--- src/hw/rtl/ndg_pkg.sv ---
// Shared types, register indexes and the luma function for the
// nearest-neighbor gray downscaler. No dependencies.
package ndg_pkg;

    // Configuration register indexes
    localparam logic [3:0] CFG_SRC_W = 4'd0;
    localparam logic [3:0] CFG_SRC_H = 4'd1;
    localparam logic [3:0] CFG_DST_W = 4'd2;
    localparam logic [3:0] CFG_DST_H = 4'd3;

    localparam int CFG_ADDR_BITS = 4;
    localparam int CFG_DATA_BITS = 11;

    // Reset values of the size registers
    localparam logic [10:0] RST_SRC_W = 11'd320;
    localparam logic [10:0] RST_SRC_H = 11'd240;
    localparam logic [7:0]  RST_DST_W = 8'd96;
    localparam logic [7:0]  RST_DST_H = 8'd96;

    // BT.601 luma weights in Q0.16, summing to 65536
    localparam logic [15:0] W_RED   = 16'd19595;
    localparam logic [15:0] W_GREEN = 16'd38470;
    localparam logic [15:0] W_BLUE  = 16'd7471;

    typedef struct packed {
        logic [7:0] blue;
        logic [7:0] green;
        logic [7:0] red;
        logic       frame_start;
    } t_pixel;

    // Sampler verdict for the item at its input
    typedef struct packed {
        logic       hit;
        logic [7:0] col;
        logic [7:0] row;
        logic       last;
    } t_sample;

    typedef struct packed {
        logic signed [7:0] gray_value;
        logic [7:0]        out_column;
        logic [7:0]        out_row;
        logic              frame_last;
    } t_result;

    // Luma minus 128, truncated toward zero
    function automatic logic signed [7:0] gray_of(input logic [7:0] b,
                                                  input logic [7:0] g,
                                                  input logic [7:0] r);
        logic [23:0] sum;
        logic [7:0]  luma;
        logic        bump;
        sum  = 24'(W_RED * r) + 24'(W_GREEN * g) + 24'(W_BLUE * b);
        luma = sum[23:16];
        // below 128 with a fraction: truncation toward zero rounds up
        bump = !luma[7] && (sum[15:0] != 16'd0);
        return signed'({~luma[7], luma[6:0]} + {7'd0, bump});
    endfunction

endpackage

--- src/hw/rtl/ndg_if.sv ---
// Handshake channels of the downscaler: pixel input, gray output and
// configuration writes. Depends on ndg_pkg for field widths.
interface ndg_pix_if;
    logic       valid;
    logic       ready;
    logic [7:0] blue;
    logic [7:0] green;
    logic [7:0] red;
    logic       frame_start;

    modport source (output valid, blue, green, red, frame_start, input ready);
    modport sink   (input valid, blue, green, red, frame_start, output ready);
endinterface

interface ndg_gray_if;
    logic              valid;
    logic              ready;
    logic signed [7:0] gray_value;
    logic [7:0]        out_column;
    logic [7:0]        out_row;
    logic              frame_last;

    modport source (output valid, gray_value, out_column, out_row, frame_last,
                    input ready);
    modport sink   (input valid, gray_value, out_column, out_row, frame_last,
                    output ready);
endinterface

interface ndg_cfg_if;
    logic                             valid;
    logic                             ready;
    logic [ndg_pkg::CFG_ADDR_BITS-1:0] addr;
    logic [ndg_pkg::CFG_DATA_BITS-1:0] data;

    modport source (output valid, addr, data, input ready);
    modport sink   (input valid, addr, data, output ready);
endinterface

--- src/hw/rtl/ndg_div.sv ---
// Restoring divider, one quotient bit per cycle: source size over target size.
// Standalone; used by the downscaler top level for both axes.
module ndg_div #(
    parameter int COORD_BITS = 11
) (
    input  logic                  i_clk,
    input  logic                  i_rst_n,
    input  logic                  i_start,
    input  logic [COORD_BITS-1:0] i_dividend,
    input  logic [7:0]            i_divisor,
    output logic                  o_busy,
    output logic [COORD_BITS-1:0] o_quot,
    output logic [7:0]            o_rem
);

    localparam int CNT_W = $clog2(COORD_BITS + 1);

    logic [CNT_W-1:0]      r_cnt, n_cnt;
    logic [COORD_BITS-1:0] r_dvd, n_dvd;
    logic [COORD_BITS-1:0] r_quot, n_quot;
    logic [7:0]            r_rem, n_rem;
    logic [7:0]            r_dsr, n_dsr;
    logic [8:0]            w_trial;
    logic [8:0]            w_diff;

    // One shift-subtract step
    always_comb begin
        w_trial = {r_rem, r_dvd[COORD_BITS-1]};
        w_diff  = w_trial - {1'b0, r_dsr};
        n_cnt   = r_cnt;
        n_dvd   = r_dvd;
        n_quot  = r_quot;
        n_rem   = r_rem;
        n_dsr   = r_dsr;
        if (i_start) begin
            n_cnt  = CNT_W'(COORD_BITS);
            n_dvd  = i_dividend;
            n_quot = '0;
            n_rem  = '0;
            n_dsr  = i_divisor;
        end else if (r_cnt != '0) begin
            n_cnt = r_cnt - CNT_W'(1);
            n_dvd = r_dvd << 1;
            if (w_trial >= {1'b0, r_dsr}) begin
                n_rem  = w_diff[7:0];
                n_quot = {r_quot[COORD_BITS-2:0], 1'b1};
            end else begin
                n_rem  = w_trial[7:0];
                n_quot = {r_quot[COORD_BITS-2:0], 1'b0};
            end
        end
    end

    always_ff @(posedge i_clk) begin
        if (!i_rst_n) begin
            r_cnt <= '0;
        end else begin
            r_cnt <= n_cnt;
        end
        r_dvd  <= n_dvd;
        r_quot <= n_quot;
        r_rem  <= n_rem;
        r_dsr  <= n_dsr;
    end

    assign o_busy = (r_cnt != '0);
    assign o_quot = r_quot;
    assign o_rem  = r_rem;

endmodule

--- src/hw/rtl/ndg_sampler.sv ---
// Source and destination position counters of the nearest-neighbor grid.
// Depends on ndg_pkg (t_sample).
module ndg_sampler #(
    parameter int COORD_BITS = 11
) (
    input  logic                  i_clk,
    input  logic                  i_rst_n,
    input  logic                  i_step,
    input  logic                  i_frame_start,
    input  logic [COORD_BITS-1:0] i_src_w,
    input  logic [COORD_BITS-1:0] i_src_h,
    input  logic [7:0]            i_dst_w,
    input  logic [7:0]            i_dst_h,
    input  logic [COORD_BITS-1:0] i_col_quot,
    input  logic [7:0]            i_col_rem,
    input  logic [COORD_BITS-1:0] i_row_quot,
    input  logic [7:0]            i_row_rem,
    output ndg_pkg::t_sample      o_sample
);

    logic [COORD_BITS-1:0] r_src_col, n_src_col;
    logic [COORD_BITS-1:0] r_src_row, n_src_row;
    logic [COORD_BITS-1:0] r_nxt_col, n_nxt_col;
    logic [COORD_BITS-1:0] r_nxt_row, n_nxt_row;
    logic [7:0]            r_col_frac, n_col_frac;
    logic [7:0]            r_row_frac, n_row_frac;
    logic [7:0]            r_dst_col, n_dst_col;
    logic [7:0]            r_dst_row, n_dst_row;

    logic [COORD_BITS-1:0] w_src_col, w_src_row, w_nxt_col, w_nxt_row;
    logic [7:0]            w_col_frac, w_row_frac, w_dst_col, w_dst_row;
    logic                  w_row_hit, w_col_hit;
    logic [COORD_BITS-1:0] w_col_pos, w_row_pos;
    logic [8:0]            w_col_sum, w_row_sum;
    logic [COORD_BITS:0]   w_col_inc, w_row_inc;

    // Frame start clears every counter before the item is judged
    always_comb begin
        w_src_col  = i_frame_start ? '0 : r_src_col;
        w_src_row  = i_frame_start ? '0 : r_src_row;
        w_nxt_col  = i_frame_start ? '0 : r_nxt_col;
        w_nxt_row  = i_frame_start ? '0 : r_nxt_row;
        w_col_frac = i_frame_start ? '0 : r_col_frac;
        w_row_frac = i_frame_start ? '0 : r_row_frac;
        w_dst_col  = i_frame_start ? '0 : r_dst_col;
        w_dst_row  = i_frame_start ? '0 : r_dst_row;
    end

    // Judge the item against the grid
    always_comb begin
        w_row_hit     = (w_src_row == w_nxt_row) && (w_dst_row < i_dst_h);
        w_col_hit     = (w_src_col == w_nxt_col) && (w_dst_col < i_dst_w);
        o_sample.hit  = w_row_hit && w_col_hit;
        o_sample.col  = w_dst_col;
        o_sample.row  = w_dst_row;
        o_sample.last = (w_dst_col == i_dst_w - 8'd1) && (w_dst_row == i_dst_h - 8'd1);
    end

    // Next sampled positions: add quotient, carry the remainder
    always_comb begin
        w_col_sum = {1'b0, w_col_frac} + {1'b0, i_col_rem};
        w_col_pos = w_nxt_col + i_col_quot;
        if (w_col_sum >= {1'b0, i_dst_w}) begin
            w_col_sum = w_col_sum - {1'b0, i_dst_w};
            w_col_pos = w_col_pos + COORD_BITS'(1);
        end
        w_row_sum = {1'b0, w_row_frac} + {1'b0, i_row_rem};
        w_row_pos = w_nxt_row + i_row_quot;
        if (w_row_sum >= {1'b0, i_dst_h}) begin
            w_row_sum = w_row_sum - {1'b0, i_dst_h};
            w_row_pos = w_row_pos + COORD_BITS'(1);
        end
        w_col_inc = {1'b0, w_src_col} + (COORD_BITS + 1)'(1);
        w_row_inc = {1'b0, w_src_row} + (COORD_BITS + 1)'(1);
    end

    // Advance counters; end of line and end of frame wrap them
    always_comb begin
        n_src_col  = w_src_col;
        n_src_row  = w_src_row;
        n_nxt_col  = w_nxt_col;
        n_nxt_row  = w_nxt_row;
        n_col_frac = w_col_frac;
        n_row_frac = w_row_frac;
        n_dst_col  = w_dst_col;
        n_dst_row  = w_dst_row;
        if (w_col_hit) begin
            n_nxt_col  = w_col_pos;
            n_col_frac = w_col_sum[7:0];
            n_dst_col  = w_dst_col + 8'd1;
        end
        if (w_col_inc >= {1'b0, i_src_w}) begin
            n_src_col  = '0;
            n_nxt_col  = '0;
            n_col_frac = '0;
            n_dst_col  = '0;
            if (w_row_hit) begin
                n_nxt_row  = w_row_pos;
                n_row_frac = w_row_sum[7:0];
                n_dst_row  = w_dst_row + 8'd1;
            end
            if (w_row_inc >= {1'b0, i_src_h}) begin
                n_src_row  = '0;
                n_nxt_row  = '0;
                n_row_frac = '0;
                n_dst_row  = '0;
            end else begin
                n_src_row = w_row_inc[COORD_BITS-1:0];
            end
        end else begin
            n_src_col = w_col_inc[COORD_BITS-1:0];
        end
    end

    always_ff @(posedge i_clk) begin
        if (!i_rst_n) begin
            r_src_col  <= '0;
            r_src_row  <= '0;
            r_nxt_col  <= '0;
            r_nxt_row  <= '0;
            r_col_frac <= '0;
            r_row_frac <= '0;
            r_dst_col  <= '0;
            r_dst_row  <= '0;
        end else if (i_step) begin
            r_src_col  <= n_src_col;
            r_src_row  <= n_src_row;
            r_nxt_col  <= n_nxt_col;
            r_nxt_row  <= n_nxt_row;
            r_col_frac <= n_col_frac;
            r_row_frac <= n_row_frac;
            r_dst_col  <= n_dst_col;
            r_dst_row  <= n_dst_row;
        end
    end

endmodule

--- src/hw/rtl/nearest_downscale_gray_int8_core.sv ---
// Input and result registers; one pixel per cycle unless dividers busy or output full.
// A pixel off the sampling grid is consumed and gives no result.
// Ratio dividers rerun after reset and after each
// configuration write; the pixel input is not ready during that time.
// Reset (synchronous, active low) clears counters and loads default sizes.
// Depends on ndg_pkg, ndg_if, ndg_div and ndg_sampler.
module nearest_downscale_gray_int8_core #(
    parameter int COORD_BITS = 11
) (
    input  logic              i_clk,
    input  logic              i_rst_n,
    ndg_pix_if.sink           i_pix,
    ndg_gray_if.source        o_gray,
    ndg_cfg_if.sink           i_cfg
);

    // Configuration registers
    logic [10:0] r_src_w, r_src_h;
    logic [7:0]  r_dst_w, r_dst_h;
    logic        r_div_start;

    // Input and result registers
    logic              r_s1_valid;
    ndg_pkg::t_pixel   r_s1_pix;
    logic              r_out_valid;
    ndg_pkg::t_result  r_out;

    logic [COORD_BITS-1:0] w_sw, w_sh, w_sw_raw, w_sh_raw;
    logic [7:0]            w_tw, w_th, w_tw_raw, w_th_raw;
    logic [COORD_BITS-1:0] w_col_quot, w_row_quot;
    logic [7:0]            w_col_rem, w_row_rem;
    logic                  w_col_busy, w_row_busy, w_div_busy;
    logic                  w_out_free, w_s1_fire, w_in_fire;
    ndg_pkg::t_sample      w_sample;

    // Take register writes; any write restarts the ratio dividers
    assign i_cfg.ready = 1'b1;
    always_ff @(posedge i_clk) begin
        if (!i_rst_n) begin
            r_src_w     <= ndg_pkg::RST_SRC_W;
            r_src_h     <= ndg_pkg::RST_SRC_H;
            r_dst_w     <= ndg_pkg::RST_DST_W;
            r_dst_h     <= ndg_pkg::RST_DST_H;
            r_div_start <= 1'b1;
        end else begin
            r_div_start <= i_cfg.valid;
            if (i_cfg.valid) begin
                unique case (i_cfg.addr)
                    ndg_pkg::CFG_SRC_W: r_src_w <= i_cfg.data;
                    ndg_pkg::CFG_SRC_H: r_src_h <= i_cfg.data;
                    ndg_pkg::CFG_DST_W: r_dst_w <= i_cfg.data[7:0];
                    ndg_pkg::CFG_DST_H: r_dst_h <= i_cfg.data[7:0];
                    default: ;
                endcase
            end
        end
    end

    // Effective sizes: zero counts as one, target clamped to source
    always_comb begin
        w_sw_raw = COORD_BITS'(r_src_w);
        w_sh_raw = COORD_BITS'(r_src_h);
        w_sw     = (w_sw_raw == '0) ? COORD_BITS'(1) : w_sw_raw;
        w_sh     = (w_sh_raw == '0) ? COORD_BITS'(1) : w_sh_raw;
        w_tw_raw = (r_dst_w == 8'd0) ? 8'd1 : r_dst_w;
        w_th_raw = (r_dst_h == 8'd0) ? 8'd1 : r_dst_h;
        w_tw     = (COORD_BITS'(w_tw_raw) > w_sw) ? w_sw[7:0] : w_tw_raw;
        w_th     = (COORD_BITS'(w_th_raw) > w_sh) ? w_sh[7:0] : w_th_raw;
    end

    ndg_div #(.COORD_BITS(COORD_BITS)) u_col_div (
        .i_clk      (i_clk),
        .i_rst_n    (i_rst_n),
        .i_start    (r_div_start),
        .i_dividend (w_sw),
        .i_divisor  (w_tw),
        .o_busy     (w_col_busy),
        .o_quot     (w_col_quot),
        .o_rem      (w_col_rem)
    );

    ndg_div #(.COORD_BITS(COORD_BITS)) u_row_div (
        .i_clk      (i_clk),
        .i_rst_n    (i_rst_n),
        .i_start    (r_div_start),
        .i_dividend (w_sh),
        .i_divisor  (w_th),
        .o_busy     (w_row_busy),
        .o_quot     (w_row_quot),
        .o_rem      (w_row_rem)
    );

    assign w_div_busy = r_div_start || w_col_busy || w_row_busy;

    ndg_sampler #(.COORD_BITS(COORD_BITS)) u_sampler (
        .i_clk         (i_clk),
        .i_rst_n       (i_rst_n),
        .i_step        (w_s1_fire),
        .i_frame_start (r_s1_pix.frame_start),
        .i_src_w       (w_sw),
        .i_src_h       (w_sh),
        .i_dst_w       (w_tw),
        .i_dst_h       (w_th),
        .i_col_quot    (w_col_quot),
        .i_col_rem     (w_col_rem),
        .i_row_quot    (w_row_quot),
        .i_row_rem     (w_row_rem),
        .o_sample      (w_sample)
    );

    // Handshake: retire an item unless the dividers are busy or its result finds the output full
    assign w_out_free  = !r_out_valid || o_gray.ready;
    assign w_s1_fire   = r_s1_valid && !w_div_busy && (!w_sample.hit || w_out_free);
    assign i_pix.ready = !w_div_busy && (!r_s1_valid || w_s1_fire);
    assign w_in_fire   = i_pix.valid && i_pix.ready;

    // Input register
    always_ff @(posedge i_clk) begin
        if (!i_rst_n) begin
            r_s1_valid <= 1'b0;
        end else if (w_in_fire) begin
            r_s1_valid <= 1'b1;
        end else if (w_s1_fire) begin
            r_s1_valid <= 1'b0;
        end
        if (w_in_fire) begin
            r_s1_pix.blue        <= i_pix.blue;
            r_s1_pix.green       <= i_pix.green;
            r_s1_pix.red         <= i_pix.red;
            r_s1_pix.frame_start <= i_pix.frame_start;
        end
    end

    // Result register: load on a hit, drop once taken
    always_ff @(posedge i_clk) begin
        if (!i_rst_n) begin
            r_out_valid <= 1'b0;
        end else if (w_s1_fire && w_sample.hit) begin
            r_out_valid <= 1'b1;
        end else if (o_gray.ready) begin
            r_out_valid <= 1'b0;
        end
        if (w_s1_fire && w_sample.hit) begin
            r_out.gray_value <= ndg_pkg::gray_of(r_s1_pix.blue, r_s1_pix.green,
                                                 r_s1_pix.red);
            r_out.out_column <= w_sample.col;
            r_out.out_row    <= w_sample.row;
            r_out.frame_last <= w_sample.last;
        end
    end

    assign o_gray.valid      = r_out_valid;
    assign o_gray.gray_value = r_out.gray_value;
    assign o_gray.out_column = r_out.out_column;
    assign o_gray.out_row    = r_out.out_row;
    assign o_gray.frame_last = r_out.frame_last;

    // No pixel is taken while the ratios are being computed
    a_busy_stall: assert property (@(posedge i_clk) disable iff (!i_rst_n)
        w_div_busy |-> !i_pix.ready)
        else $error("pixel accepted while dividers busy");

    // A sampled item always lands in the result register
    a_hit_loads: assert property (@(posedge i_clk) disable iff (!i_rst_n)
        (w_s1_fire && w_sample.hit) |=> r_out_valid)
        else $error("sampled item lost");

    // Destination positions stay inside the target grid
    a_col_range: assert property (@(posedge i_clk) disable iff (!i_rst_n)
        r_out_valid |-> (r_out.out_column < w_tw) && (r_out.out_row < w_th))
        else $error("destination position outside target grid");

    // The last flag marks the bottom-right destination pixel only
    a_last_pos: assert property (@(posedge i_clk) disable iff (!i_rst_n)
        (r_out_valid && r_out.frame_last) |->
            (r_out.out_column == w_tw - 8'd1) && (r_out.out_row == w_th - 8'd1))
        else $error("frame_last on wrong position");

endmodule

--- src/flat_wrapper.sv ---
// flat-port wrapper written by rule: the top's interface ports become plain ports
module nearest_downscale_gray_int8_core_flat 
#(
    parameter int COORD_BITS = 11
)
  (i_clk, i_rst_n, i_pix_valid, i_pix_blue, i_pix_green, i_pix_red, i_pix_frame_start, i_pix_ready, o_gray_valid, o_gray_gray_value, o_gray_out_column, o_gray_out_row, o_gray_frame_last, o_gray_ready, i_cfg_valid, i_cfg_addr, i_cfg_data, i_cfg_ready);
  ndg_pix_if i_pix_i ();
  ndg_gray_if o_gray_i ();
  ndg_cfg_if i_cfg_i ();
  input  logic i_clk;
  input  logic i_rst_n;
  input wire logic [$bits(i_pix_i.valid)-1:0] i_pix_valid;
  input wire logic [$bits(i_pix_i.blue)-1:0] i_pix_blue;
  input wire logic [$bits(i_pix_i.green)-1:0] i_pix_green;
  input wire logic [$bits(i_pix_i.red)-1:0] i_pix_red;
  input wire logic [$bits(i_pix_i.frame_start)-1:0] i_pix_frame_start;
  output wire logic [$bits(i_pix_i.ready)-1:0] i_pix_ready;
  output wire logic [$bits(o_gray_i.valid)-1:0] o_gray_valid;
  output wire logic [$bits(o_gray_i.gray_value)-1:0] o_gray_gray_value;
  output wire logic [$bits(o_gray_i.out_column)-1:0] o_gray_out_column;
  output wire logic [$bits(o_gray_i.out_row)-1:0] o_gray_out_row;
  output wire logic [$bits(o_gray_i.frame_last)-1:0] o_gray_frame_last;
  input wire logic [$bits(o_gray_i.ready)-1:0] o_gray_ready;
  input wire logic [$bits(i_cfg_i.valid)-1:0] i_cfg_valid;
  input wire logic [$bits(i_cfg_i.addr)-1:0] i_cfg_addr;
  input wire logic [$bits(i_cfg_i.data)-1:0] i_cfg_data;
  output wire logic [$bits(i_cfg_i.ready)-1:0] i_cfg_ready;
  assign i_pix_i.valid = i_pix_valid;
  assign i_pix_i.blue = i_pix_blue;
  assign i_pix_i.green = i_pix_green;
  assign i_pix_i.red = i_pix_red;
  assign i_pix_i.frame_start = i_pix_frame_start;
  assign i_pix_ready = i_pix_i.ready;
  assign o_gray_valid = o_gray_i.valid;
  assign o_gray_gray_value = o_gray_i.gray_value;
  assign o_gray_out_column = o_gray_i.out_column;
  assign o_gray_out_row = o_gray_i.out_row;
  assign o_gray_frame_last = o_gray_i.frame_last;
  assign o_gray_i.ready = o_gray_ready;
  assign i_cfg_i.valid = i_cfg_valid;
  assign i_cfg_i.addr = i_cfg_addr;
  assign i_cfg_i.data = i_cfg_data;
  assign i_cfg_ready = i_cfg_i.ready;
  nearest_downscale_gray_int8_core #(.COORD_BITS(COORD_BITS)) u_core (.i_clk(i_clk), .i_rst_n(i_rst_n), .i_pix(i_pix_i), .o_gray(o_gray_i), .i_cfg(i_cfg_i));
endmodule
--- config.mk ---
export PLATFORM = sky130hd
export DESIGN_NAME = nearest_downscale_gray_int8_core_flat
export DESIGN_NICKNAME = d
export VERILOG_FILES = /design/src/hw/rtl/ndg_pkg.sv /design/src/hw/rtl/ndg_if.sv /design/src/hw/rtl/ndg_div.sv /design/src/hw/rtl/ndg_sampler.sv /design/src/hw/rtl/nearest_downscale_gray_int8_core.sv /design/src/flat_wrapper.sv
export SDC_FILE = /design/constraint.sdc
export NUM_CORES = 1
export LEC_CHECK = 0
export BUFFER_PORTS_ARGS = -buffer_cell sky130_fd_sc_hd__buf_4
export CORE_AREA = 2 2 277 279
export CTS_CLUSTER_SIZE = 24
export DETAILED_ROUTE_END_ITERATION = 10
export DIE_AREA = 0 0 279 281
export PLACE_DENSITY = 0.53
export SETUP_SLACK_MARGIN = 0.02
export SYNTH_ARGS = -nofsm -noshare
export SYNTH_HDL_FRONTEND = slang
export SYNTH_HIERARCHICAL = 1
export SYNTH_SLANG_ARGS = --single-unit
--- constraint.sdc ---
create_clock -name i_clk -period 14.3 [get_ports i_clk]
set_input_delay 2.86 -clock i_clk [delete_from_list [all_inputs] [get_ports i_clk]]
set_output_delay 2.86 -clock i_clk [all_outputs]
set_load 0.005 [all_outputs]
Word level (Yosys, flattened, before mapping). Cells that the tools add are included.

Output and inout bits: 28. Input port bits: 45. Bits in registers: 251. Word-level logic and storage cells: 167.

$mul: 3. Add/subtract/negate cells: 21. Mux-type cells: 52. Order comparisons: 10. Bitwise operators: 2. Eq/ne operators: 7. Reductions and logical operators: 37.

Operators by type and width (count): 11-bit two-way mux (20); 8-bit two-way mux (22); 15-bit by 8-bit multiplier with 23-bit output, first input constant (2); 9-bit by 8-bit greater-or-equal comparator with 1-bit output (4); 8-bit subtractor (4); 11-bit by 1-bit adder with 12-bit output, second input constant (2); 23-bit by 24-bit adder with 24-bit output (1); 24-bit by 21-bit adder with 24-bit output (1); 12-bit by 11-bit greater-or-equal comparator with 1-bit output (2); 11-bit by 1-bit adder with 11-bit output, second input constant (2); 11-bit adder (2); 11-bit == test (2); 8-bit by 11-bit > comparator with 1-bit output (2); 11-bit zero test (2); 13-bit by 8-bit multiplier with 21-bit output, first input constant (1); 8-bit by 8-bit adder with 9-bit output (2); 8-bit by 1-bit adder with 8-bit output, second input constant (2); 8-bit == test (2); 8-bit zero test (2); 8-bit < comparator (2); 4-bit two-way mux (4); 16-bit nonzero test (1); 8-bit by 1-bit subtractor with 8-bit output, second input constant (2); 1-bit logical AND (10); 13 further kinds (36).

Longest topological paths before layout. Gate-level depths: netlist (run 1).

Depth in word-level cells: 14. Gate-level depth with buffers: 33. Depth with buffers taken out: 33.

Cells and area by module. The synthesis (run 1) kept the hierarchy.

Modules (own cells, without submodules): nearest_downscale_gray_int8_core (area an instance 10381.2 sq um, cells an instance 1039, times used 1, seq. area each 2322.2 sq um); ndg_sampler (area an instance 8036.5 sq um, cells an instance 1043, times used 1, seq. area each 1521.5 sq um); ndg_div (area an instance 2015.7 sq um, cells an instance 192, times used 2, seq. area each 1031.0 sq um).

Least setup slack after synthesis (run 1). Ideal clock, no wire load.

Path kind: register to register. From: reg u_core/r_s1_pix[15] (netlist bit). To: reg, netlist name u_core/o_gray.gray_value[6]. Period minus slack after synthesis: 7322 ps. Path slack: 6978 ps. Arrival time: 7059 ps. Required time: 14037 ps. Buffers on the path: 0. Library setup time: 263 ps. Stages on the path, launching flop included: 31. Path through: edfxtp_1 > ha_1 > inv_1 > fa_1 > fa_1 > inv_1 > ha_1 > and3b_1 > nor2b_1 > o21ai_0 > a21oi_1 > xnor2_1 > fa_1 > fa_1 > inv_1 > fa_1 > fa_1 > inv_1 > ha_1 > and2_1 > nand3_1 > o21ai_0 > a21oi_1 > a22oi_1 > a31oi_1 > xnor2_2 > a31oi_1 > ha_1 > ha_1 > and4b_1 > xor2_1.

Word-level cells in the longest chain between the ends: 6. Elaborated cells between the ends (all ways): 7. Classes of those cells: add/sub (3); mul (1); reduce/logical (3).

Ends and longest elaborated chain: start, declared (line nearest_downscale_gray_int8_core.sv:24) `ndg_pkg::t_pixel r_s1_pix;`; 15-bit by 8-bit multiplier with 23-bit output * (line ndg_pkg.sv:54) `sum = 24'(W_RED * r) + 24'(W_GREEN * g) + 24'(W_BLUE * b);`; 23-bit by 24-bit adder with 24-bit output * (line ndg_pkg.sv:54); 24-bit by 21-bit adder with 24-bit output * (line ndg_pkg.sv:54); 16-bit nonzero test / 1-bit zero test (equally long branches) (line ndg_pkg.sv:57) `bump = !luma[7] && (sum[15:0] != 16'd0);`; 1-bit logical AND (line ndg_pkg.sv:57); 8-bit by 1-bit adder with 8-bit output * (line ndg_pkg.sv:58) `return signed'({~luma[7], luma[6:0]} + {7'd0, bump});`.

Mark *: on every way between the ends. The rest lies on a longest branch, timed or not. A chain may end at the register's enable or synchronous reset.

==> results.json, run 1 <==
{
  "hp-start": "u_core/u_sampler/r_row_frac[6]",
  "cts_resized": 0,
  "core_area_um2": 75400,
  "antenna_found_initial": 0,
  "detail_route.wl_per_cell_um": 16.9,
  "yosys_warnings": 6,
  "yosysSeqAreaShare_pct": 26.3,
  "relSlewSlack_pct": 29.7,
  "clock_power_share_pct": 45.8,
  "worstSetupEndpointType": "output pin",
  "ys_types": 96,
  "tns_ns": 0,
  "hold_depth": 2,
  "drcViolationCount": 0,
  "cts_max_level": 2,
  "multiInputGateArea_um2": 14900,
  "swShare_pct": 27.9,
  "pin_count": 73,
  "postLayoutCoreUtil_pct": 33.3,
  "postSynthCellCount": 2466,
  "drive_gt1_share_pct": 9.15,
  "fin_ws_ns": 5.60,
  "num_vias": 16900,
  "reg2reg_slack_ns": 6.22,
  "vias_per_cell": 4.85,
  "synthArstFlopShare_pct": 0,
  "crit_type": "register to output pin",
  "drt_iter0_markers": 873,
  "portBuffers": 71,
  "syn_avg_cell_area_um2": 9.10,
  "layout_commonest_cell": "inv_1",
  "fin_hold_ws_ns": 0.448,
  "grt_pass1_vias": 16500,
  "powerDensity_nw_per_um2": 78.3,
  "synthMuxAreaShare_pct": 3.09,
  "hold_end": "u_core/u_sampler/r_row_frac[6]",
  "internal_power_mw": 1.42,
  "synthFlopType": "dfxtp_1",
  "die_area_um2": 78400,
  "hold_violations": 0,
  "cts_setup_buffers": 0,
  "drv_slew": 0,
  "hold_class": "register to register",
  "clockRootBuffer": "clkbuf_16",
  "layout_common_cells": "inv_1 (329), ha_1 (287), nand2_1 (218), dfxtp_1 (162), fa_1 (126)",
  "worstSkewPairLatency_ns": 0.57,
  "synth_compound_area_share_pct": 14.2,
  "clock_skew_ns": 0.0474,
  "cap_violations": 0,
  "routed_wirelength_um": 58900,
  "p_leak_nw": 10.9,
  "initial_utilization_pct": 29.8,
  "power_frac_comb_pct": 15.2,
  "crit_arrival_ns": 5.84,
  "dp_hpwl_um": 46100,
  "finalPower_mw": 1.97,
  "cts.sinks": 251,
  "report.final.setup_viol": 0,
  "netlist_area_um2": 22400,
  "globalRouteTotalUtil_pct": 15.1,
  "r2r-start": "u_core/r_s1_pix[15]",
  "worstReg2RegEnd": "u_core/o_gray.gray_value[6]",
  "die_h_um": 281,
  "synth_xor_area_share_pct": 6.59,
  "n_antenna_cell": 0,
  "p_switching_uw": 549,
  "overflow": 0,
  "grt_pass1_wl_um": 93300,
  "regArea_um2": 5910,
  "p_seq_share_pct": 39.0,
  "fillers": 7807,
  "syn2layout_area_growth_pct": 11.9,
  "period_minus_slack_ns": 8.70,
  "ctsHoldBuffers": 0,
  "worst_pin_slew_ns": 1.05,
  "cts_buffers": 34,
  "path_clk_slew_ns": 0.06,
  "cts_tree": "yes",
  "status": "complete, no violations",
  "final_nets": 2946,
  "finalCritPeriodShare_pct": 60.9,
  "dp_slack_ns": 6.25,
  "grt_max_degree": 69,
  "cp.required_ns": 11.44,
  "ys_seq_elements": 251,
  "synth_edf_count": 88,
  "gp_congestion": 0.835,
  "synth_top_family_by_area": "adder cells",
  "clockBufferDepth": 3,
  "first_pass_iters": 5,
  "synth_fa_ha_area_share_pct": 27.2,
  "rows": 101,
  "grt_setup_unrepaired": "false",
  "ir_drop_mv": 0.0695,
  "antenna_left": 0,
  "cp_max_fo": 10,
  "synth_simple_gate_area_share_pct": 15.2,
  "fmax_mhz": 115,
  "die_x_um": 279,
  "cp-start-kind": "register",
  "reg2reg_depth": 28,
  "syn-num-nets": 2924
}
## metal layers
metal	share of wire, %	global-route usage, %	up-vias	wire length, um
met2	46	25.0	261	27200
li1	-	-	8513	-
met4	1.5	3.01	0	885
met1	48	20.7	8119	28400
met5	0	0	-	0
met3	4.1	2.40	52	2410
## cells by family (layout without fill, tap and decap cells)
family	Yosys count	in the layout
buf+inv	429	477
simple gates	672	672
other cells	1	1
xor+xnor	168	168
flops	251	251
compound gates	467	467
mux	65	65
fa+ha+maj	413	413
## per-stage QoR
step	cells	area, um2
finish	3492	25100
detailed placement	3430	23900
global route	3492	25100
floorplan	2466	22400
global placement	3430	23900
CTS	3492	25100
## sequential cells by signal, indices dropped and copies added, names as in the netlist, 11 cells and up
name,flops
u_core/u_row_div/r_dvd,11
u_core/u_sampler/r_src_col,11
u_core/u_col_div/o_quot,11
u_core/r_src_w,11
u_core/u_row_div/o_quot,11
u_core/r_s1_pix,25
u_core/u_sampler/r_nxt_row,11
u_core/r_src_h,11
u_core/u_col_div/r_dvd,11
u_core/u_sampler/r_nxt_col,11
u_core/u_sampler/r_src_row,11
## power by group through the flow
stage | logic (mW) | registers [mW] | clock network, mW
6_report | 0.298 | 0.767 | 0.900
3_5_place_dp | 0.301 | 0.783 | 0
5_1_grt | 0.338 | 0.769 | 0.957
4_1_cts | 0.303 | 0.767 | 0.932
3_3_place_gp | 0.300 | 0.783 | 0
2_1_floorplan | 0.227 | 0.776 | 0
## worst max-delay path, cell delays in order, from the launching register on
cell       delay (ns)
dfxtp_1          0.43
nor4_1           0.09
a31oi_1          0.22
inv_1            0.11
ha_1             0.20
nor2b_1          0.11
o21a_1           0.11
o21a_1           0.10
o21a_1           0.10
o21a_1           0.10
o21a_1           0.10
o21ai_1          0.05
a21oi_1          0.66
mux2_2           0.48
inv_1            0.13
ha_1             0.23
nor2b_1          0.13
o211a_1          0.20
a2111oi_0        0.36
o311a_1          0.63
and2_1           0.23
nand2_1          0.06
o21a_1           0.24
buf_4            0.16
## area by class of cell
type / count / area share, %
inverter: 331 / 4.95
multi-input combinational: 1786 / 59.4
tap: 978 / 4.87
timing repair buffer: 84 / 2.51
clock buffer: 43 / 3.68
clock inverter: 19 / 1.01
sequential: 251 / 23.5
## worst max path at each step
stage	startpoint	endpoint	slack, ns
final	u_core/r_src_w[1]	i_pix_ready	5.60
after global routing	u_core/r_dst_h[3]	i_pix_ready	5.17
after CTS	u_core/r_src_w[1]	i_pix_ready	5.57
after detailed placement	u_core/r_src_w[1]	i_pix_ready	6.25
after global placement	u_core/r_src_w[1]	i_pix_ready	6.23
after floorplan	u_core/r_s1_pix[15]	u_core/o_gray.gray_value[6]	6.98
## cell usage after synthesis (all sizes together), types with 7 or more instances
| master | n | area [um2] |
|---|---|---|
| o21ai | 99 | 503 |
| o221ai | 7 | 61.3 |
| nand2 | 220 | 841 |
| and3 | 16 | 110 |
| a21boi | 24 | 180 |
| a31oi | 24 | 193 |
| nor4 | 18 | 125 |
| nand4 | 29 | 181 |
| xnor2 | 104 | 918 |
| a211oi | 13 | 108 |
| nor2b | 84 | 541 |
| mux2i | 31 | 310 |
| a22o | 13 | 114 |
| o31ai | 9 | 91.3 |
| clkbuf | 75 | 282 |
| nand2b | 20 | 125 |
| xor2 | 64 | 561 |
| or2 | 12 | 75.1 |
| fa | 126 | 2520 |
| a21o | 30 | 225 |
| a21oi | 113 | 573 |
| nand3 | 54 | 270 |
| a22oi | 16 | 120 |
| dfxtp | 163 | 3260 |
| nor3 | 52 | 265 |
| and2 | 25 | 159 |
| o211ai | 18 | 145 |
| nor2 | 99 | 394 |
| mux2 | 34 | 383 |
| buf | 23 | 124 |
| edfxtp | 88 | 2640 |
| o21a | 25 | 188 |
| ha | 287 | 3590 |
| or3 | 14 | 87.6 |
| inv | 330 | 1240 |
Note: power is estimated with default switching activity, not from simulation.
==> run 2: changes to the inputs <==
--- a/config.mk
+++ b/config.mk
@@ -10,7 +10,7 @@
 export CTS_CLUSTER_SIZE = 24
 export DETAILED_ROUTE_END_ITERATION = 10
 export DIE_AREA = 0 0 279 281
-export PLACE_DENSITY = 0.53
+export PLACE_DENSITY = 0.55
 export SETUP_SLACK_MARGIN = 0.02
 export SYNTH_ARGS = -nofsm -noshare
 export SYNTH_HDL_FRONTEND = slang
==> constraint.sdc (replaced) <==
create_clock -name i_clk -period 7.9 [get_ports i_clk]
set_input_delay 1.58 -clock i_clk [delete_from_list [all_inputs] [get_ports i_clk]]
set_output_delay 1.58 -clock i_clk [all_outputs]
set_load 0.005 [all_outputs]
==> run 2 against run 1 <==
Net effect:
- combinational power grew 89%
- critical endpoint is now u_core/o_gray.gray_value[6]
- register-to-register slack lost 5.8 ns
- largest power group unchanged
- largest cell class unchanged
- final area grew 1.0%
- via count grew 0.70%
- setup slack lost 5.2 ns
- worst hold slack lost 0.0049 ns
- clock power grew 86%
- core utilization grew 0.34 points
==> results.json, run 2 (synthesis gave the netlist of run 1 again) <==
{
  "status": "complete, no violations",
  "drv_slew": 0,
  "reg2reg_slack_ns": 0.41,
  "grt_max_degree": 61,
  "wl_met2_um": 26700,
  "path_buf_inv": 4,
  "detail_route.wl_per_cell_um": 16.8,
  "top_register": "u_core/r_s1_pix",
  "reg2reg_depth": 30,
  "postLayoutCoreUtil_pct": 33.6,
  "syn2layout_area_growth_pct": 13.0,
  "wl_met3_um": 2350,
  "vias_per_cell": 4.86,
  "tns_ns": 0,
  "worstSkewPairLatency_ns": 0.57,
  "ir_drop_mv": 0.123,
  "hold_depth": 2,
  "cp_slowest_stage_delay_ns": 0.55,
  "die_h_um": 281,
  "die_x_um": 279,
  "overflow": 0,
  "fmax_mhz": 133,
  "die_area_um2": 78400,
  "clockBufferDepth": 3,
  "num_vias": 17100,
  "period_minus_slack_ns": 7.49,
  "stdcell_area_um2": 25400,
  "cp.required_ns": 8.18,
  "layout_commonest_cell": "inv_1",
  "cpLargestDelayFamily": "adder cells",
  "gp_congestion": 0.861,
  "n_antenna_cell": 0,
  "cp_max_fo": 4,
  "initial_utilization_pct": 29.8,
  "path_clk_slew_ns": 0.06,
  "hold_end": "u_core/u_sampler/r_row_frac[6]",
  "globalRouteTotalUtil_pct": 15.2,
  "cap_violations": 0,
  "finalCritPeriodShare_pct": 94.8,
  "final_nets": 2968,
  "placedInstanceArea_um2": 24000,
  "drive_gt1_share_pct": 10.4,
  "antenna_found_initial": 0,
  "crit_type": "register to register",
  "ctsHoldBuffers": 0,
  "largest_reg_flops": 25,
  "crit_arrival_ns": 7.77,
  "grt_pass1_vias": 16900,
  "cts.sinks": 251,
  "p_leak_nw": 11.0,
  "place_inst": 3446,
  "worst_pin_slew_ns": 0.903,
  "core_area_um2": 75400,
  "cp_common_cell": "fa_1",
  "clockRootBuffer": "clkbuf_16",
  "worstSetupEndpointType": "register",
  "cts_tree": "yes",
  "powerDensity_nw_per_um2": 143,
  "worstReg2RegEnd": "u_core/o_gray.gray_value[6]",
  "portBuffers": 71,
  "routed_wirelength_um": 59100,
  "clock_skew_ns": 0.0345,
  "final_cells": 3514,
  "relSlewSlack_pct": 39.6,
  "pin_count": 73,
  "antenna_left": 0,
  "hold_violations": 0,
  "report.final.setup_viol": 0,
  "slowest_stage": "fa_1",
  "hold_class": "register to register",
  "rows": 101,
  "layout_common_cells": "inv_1 (329), ha_1 (285), nand2_1 (218), dfxtp_1 (162), fa_1 (126)",
  "cp-start-kind": "register",
  "drt_iter0_markers": 951,
  "top_layer": "met4",
  "wl_met1_um": 28900,
  "dp_hpwl_um": 46200,
  "drcViolationCount": 0,
  "hp-start": "u_core/u_sampler/r_row_frac[6]",
  "cts_buffers": 34,
  "first_pass_iters": 5,
  "cts_max_level": 2,
  "r2r-start": "u_core/r_s1_pix[15]",
  "grt_pass1_wl_um": 94700
}
run 2: per-stage QoR:
| step | setup slack, ns | power [mW] | hold slack (ns) |
|---|---|---|---|
| finish | 0.407 | 3.62 | 0.443 |
| global placement | 0.204 | 1.96 | 0.426 |
| global route | -0.000303 | 3.79 | 0.477 |
| CTS | 0.0312 | 3.66 | 0.448 |
| detailed placement | 0.0812 | 1.96 | 0.435 |
| floorplan | 0.578 | 1.82 | 0.412 |
run 2: layout make-up:
type | instances | area [um2]
clock buffer | 44 | 918
clock inverter | 18 | 278
fill | 7805 | 50100
inverter | 331 | 1240
multi-input combinational | 1786 | 15000
sequential | 251 | 5910
tap | 978 | 1220
timing repair buffer | 106 | 796
run 2: worst max path at each step:
stage	from	endpoint	slack, ns	cells past startpoint
after CTS	u_core/r_s1_pix[15]	u_core/o_gray.gray_value[6]	0.03	28
after global routing	u_core/r_s1_pix[14]	u_core/o_gray.gray_value[6]	-0.0003	29
final	u_core/r_s1_pix[15]	u_core/o_gray.gray_value[6]	0.41	30
after floorplan	u_core/r_s1_pix[15]	u_core/o_gray.gray_value[6]	0.58	30
after detailed placement	u_core/r_s1_pix[15]	u_core/o_gray.gray_value[6]	0.08	28
after global placement	u_core/r_s1_pix[15]	u_core/o_gray.gray_value[6]	0.20	30
run 2: per-layer routing:
metal	up-vias	GRT usage, %
met3	69	2.09
met5	-	0
met1	8157	21.4
met2	261	24.7
met4	0	3.69
li1	8577	-
run 2: power breakdown:
part / internal, mW / switching (mW)
registers: 1.36 / 0.0244
logic: 0.238 / 0.324
clock network: 1.00 / 0.663
total: 2.61 / 1.01
run 2: worst reg2reg max path, delay by kind of cell, from the launching register on:
kind | cells | cell delay (ns)
xor gates and xnor gates | 3 | 0.45
buffers and inverters | 4 | 0.18
adders and majority gates | 11 | 4.34
DFF | 1 | 0.47
and+or+nand+nor | 6 | 0.97
AOI/OAI and AO/OA | 6 | 0.81
run 2: timing repair:
action	4_1_cts	5_1_grt
resized for setup	0	17
buffers inserted	0	6
endpoints found under the setup margin	0	8
